### config.mk
export PLATFORM = sky130hd
export DESIGN_NAME = crt_ram
export DESIGN_NICKNAME = d
export VERILOG_FILES = /design/src/rtl/crt_ram.sv
export SDC_FILE = /design/constraint.sdc
export NUM_CORES = 1
export LEC_CHECK = 0
export BUFFER_PORTS_ARGS = -buffer_cell sky130_fd_sc_hd__buf_4
export CORE_MARGIN = 4
export CORE_UTILIZATION = 60
export DETAILED_ROUTE_END_ITERATION = 6
export GPL_TIMING_DRIVEN = 0
export PLACE_DENSITY = 0.86
export SLEW_MARGIN = 15
export SYNTH_ARGS = -nofsm -noshare
export SYNTH_HDL_FRONTEND = slang
export SYNTH_SLANG_ARGS = --single-unit
### constraint.sdc
create_clock -name i_clk -period 2.1 [get_ports i_clk]
set_input_delay 0.21 -clock i_clk [delete_from_list [all_inputs] [get_ports i_clk]]
set_output_delay 0.21 -clock i_clk [all_outputs]
set_load 0.01 [all_outputs]
### src/rtl/crt_ram.sv
// Generic single-port write, single-port read RAM with registered read data.
`timescale 1ns / 1ps
module crt_ram #(
    parameter int WIDTH = 8,
    parameter int DEPTH = 16
) (
    input  logic                     i_clk,
    input  logic                     i_we,
    input  logic [$clog2(DEPTH)-1:0] i_waddr,
    input  logic [WIDTH-1:0]         i_wdata,
    input  logic [$clog2(DEPTH)-1:0] i_raddr,
    output logic [WIDTH-1:0]         o_rdata
);
    logic [WIDTH-1:0] r_mem [DEPTH];

    // write port and registered read
    always_ff @(posedge i_clk) begin
        if (i_we) begin
            r_mem[i_waddr] <= i_wdata;
        end
        o_rdata <= r_mem[i_raddr];
    end
endmodule

After elaboration in Yosys (flattened, before gate mapping)

Memories as Yosys holds them, arrays and structs flattened. A register that Yosys moved wholly into a read port is not among the register bits.
Cells that the tools add are included.

Flip-flop bits (word level): 0
Word-level logic and storage cells: 3
Memories kept: 1
Bits in read-only memories: 0
Output and inout port bits: 8
Memory bits (writable): 128
Bits of input ports: 18
Latch bits: 0

Memories:

| memory | depth | bits a word | read ports | clocked after memory_dff | wr ports | RTL line | text |
|---|---|---|---|---|---|---|---|
| r_mem  | 16    | 8           | 1          | 1                        | 1        | 14       | `logic [WIDTH-1:0] r_mem [DEPTH];` |

Bitwise operators: 0
$lt $le $gt $ge: 0
Muxes and demuxes: 2
Reductions and logical operators: 0
Div/mod/pow operators: 0
Multipliers: 0
Equality and inequality tests: 0
Shift operators: 0
Add/subtract/negate cells: 0

Operator list:

| kind              | number |
|---|---|
| two-way mux 1 bit | 2 |

Longest topological paths before layout

Word-level depth: 2
Gate-level depth with buffers: 5
Mapped depth without buffers: 3

Worst setup path before layout

Ideal clock, no wire load.

Path type: input port to flip-flop
From: input port i_waddr[2]
To: memory r_mem[0][0], enable pin
Buffers on the path: 0
Setup slack: 397 ps
Library setup time: 383 ps
Arrival time: 1320 ps
Data required time: 1717 ps
Cell stages on the path: 2
Cell sequence: or3b_2 > nor3_1

RTL lines:

| element         | RTL line | text |
|---|---|---|
| start, declared | 9        | `input logic [$clog2(DEPTH)-1:0] i_waddr,` |
| end, declared   | 14       |  |

Straight into the memory's write port.

==> results.md <==
- DR WL/cell: roughly 26 um
- Sequential share of power: 46.6%
- Critical Path Start Type: flop
- Number of flops mapped to enable cells by yosys: 128
- Initial Utilization: 62.0%
- Slew Limit Fails: 0
- Yosys cell types: 19
- Worst EP required: 2.50 ns
- Largest net degree at the start of global routing: 17
- PortBufs: 24
- Gpl congestion: roughly 0.76
- Synthesized area per cell: 22.5 um2
- First-pass GRT wire length: 15,500 um
- ANT nets after route: 0
- NetSw: 1.27 mW
- Sequential area share after synthesis: 77.8%
- Clock group share of total power: between 40% and 50%
- Die footprint: 10,100 um2
- Post-Layout Inst Area: 6120 um2
- Number of global-route vias before repair: 2,561
- Core ar.: 8300 um2
- Clock skew: ~0.006 ns
- CP startpoint: r_mem[1][0]$_DFFE_PP_
- Routed wire length: 10,300 um
- Final nets: 290
- Synth Register Bits: 136
- Top cell type by total area after synthesis: edfxtp_1
- Clk Latency, worst-skew pair: 0.51 ns
- Wire length on met3: just over 900 um
- Critical path capture point type: flop
- Worst reg2reg path depth: 3
- Final setup viols: 0
- Clk buf depth: 2
- Internal power: approximately 5.3 mW
- Wire length on met1: 3940 um
- # diodes: 0
- Maximum clock frequency: between 700 and 800 MHz
- CTS Sinks: 136
- Hold Buf Count CTS: 0
- VDD IR max: 0.815 mV
- PostCTS Resize Cnt: 0
- Status: finished, final reports clean
- DP Wirelength: about 6300 um
- I/O pins: 26
- P_leak: 2.07 nW
- Area of the multi-input gates: between 1000 and 1500 um2
- CP arrival: 1.81 ns
- Most frequent cells after synthesis: 128 x edfxtp_1, 18 x mux4_2, 16 x a22oi_1
- Setup Buffers After CTS: 0
- Metal2 WL: 5110 um
- Root buf cell: clkbuf_8
- R2r startpoint: r_mem[1][0]$_DFFE_PP_
- Inserted Clock Buffers: 17
- Hold WS: 0.0147 ns
- Asr flop ratio synth: 0%
- Initial antenna violation count: 0
- Worst Max-Slew Pin Slew: 0.816 ns
- Die width: ~100 um
- # H-tree levels: 4
- Switching Share: approximately 19%
- Tmin final: 1.42 ns
- WHS Path Cells: 1
- Most frequent cell after synthesis: edfxtp_1
- Mapped Cells: 229
- Die height: 101 um
- Cell row count: 33
- Cell Area, Synth: between 5000 and 6000 um2
- Final setup TNS: 0 ns
- Unrepaired setup endpoints after global routing: no
- GRT Resource Usage Total: 22.4%
- Detailed-route vias per instance: 6.46
- Area of placed instances: 5460 um2
- Worst min path class: in -> reg
- Power Dens Cells: around 1100 nW/um2
- Share of post-route cells with drive strength above 1: 30.5%
- Total power: 6.55 mW
- Drt first pass iters: 4
- DR top layer: met4
- Clock-pin slew reported for the worst setup and hold paths after clock tree synthesis: roughly 0.06 ns
- Crit Path Class: reg -> reg
- Final period util: 67.4%
- Max Cap Viol: 0
- CP Max Fanout: 1
- Post-Syn Nets: around 250
- Largest cells by area after synthesis: edfxtp_1 75%, mux4_2 7.9%, mux4_1 7.1%
- Synth warn: 0
- Prevailing post-synth register cell: edfxtp_1
- Sequential Area: 4000 um2
- DR vias: between 2,000 and 3,000
- Filler Cells Inserted: approximately 460
- Hold Vio Cnt, Final: 0
- Rel. slew slack: 45.4%
- 1st-iter DRT viols: ~280
- Synth top area share: 74.7%
- Area growth syn-to-layout: 18.9%
- CTS tree: built
- Remaining Overflow, GRT: 0
- Hold wc startpoint: i_wdata[6]
- DR DRC count: 0
- Combinational share of power: 4.8%
## kinds of logic after synthesis
logic type / after synthesis / share of synthesized area [%]
flip-flops: 136 / 77.8
AND/OR/NAND/NOR: 35 / 3.18
multiplexers: 32 / 15.0
AO/OA/AOI/OAI: 16 / 2.33
buffers and inverters: 10 / 1.68
## flip-flops by register name (all words and copies together), names as in the netlist
register  flops
o_rdata       8
r_mem       128
## cell type report
class	instances	area share [%]
Sequential cell	136	65.4
Tap cell	105	2.15
Multi-Input combinational cell	83	17.6
Timing Repair Buffer	24	2.94
Clock inverter	13	3.27
Clock buffer	19	7.22
Buffer	10	1.41
## cell usage in the layout (no fill, tap or decap), drive strengths merged
master and instances:
nor2 13, dfxtp 8, a22oi 16, and2 1
buf 31, edfxtp 128, nand3 1, clkinvlp 2
clkinv 6, nand2 9, clkbuf 19, or3b 1
nor2b 1, nand2b 2, bufinv 5, mux4 32
clkdlybuf4s25 3, nand3b 2, and2b 1, nor3 4
## per-layer routing
metal	up-vias	global-route usage [%]
met5	-	0
met4	0	9.33
met3	20	6.44
met2	161	33.4
met1	1278	31.6
li1	1062	-
## power by group through the flow
| stage | registers, mW | logic [mW] | clock network (mW) |
|---|---|---|---|
| final | 3.05 | 0.315 | 3.18 |
| after global routing | 3.06 | 0.338 | 3.33 |
| after floorplan | 3.11 | 0.154 | 0 |
| after global placement | 3.10 | 0.298 | 0 |
| after detailed placement | 3.11 | 0.310 | 0 |
| after CTS | 3.05 | 0.313 | 3.19 |
## per-stage QoR
stage	std cells	utilization, %	setup WS [ns]
after floorplan	229	-	0.397
after global placement	358	65.8	-0.113
after detailed placement	358	65.8	-0.126
after CTS	390	73.5	0.407
after global routing	390	73.8	0.597
final	390	73.8	0.685
## worst max-delay path, cell delays in order (launching register included)
cell and delay (ns):
edfxtp_1 0.38, mux4_1 0.52, a22oi_1 0.30, nand2_1 0.11
## final timing paths
kind / to / slack [ns]
worst max-delay path: o_rdata[0]$_DFF_P_ / 0.68
worst min-delay path: r_mem[7][6]$_DFFE_PP_ / 0.01
worst max register to register: o_rdata[0]$_DFF_P_ / 0.68
worst min register to register: o_rdata[1]$_DFF_P_ / 0.69
Power figures use the tool's default switching activity.
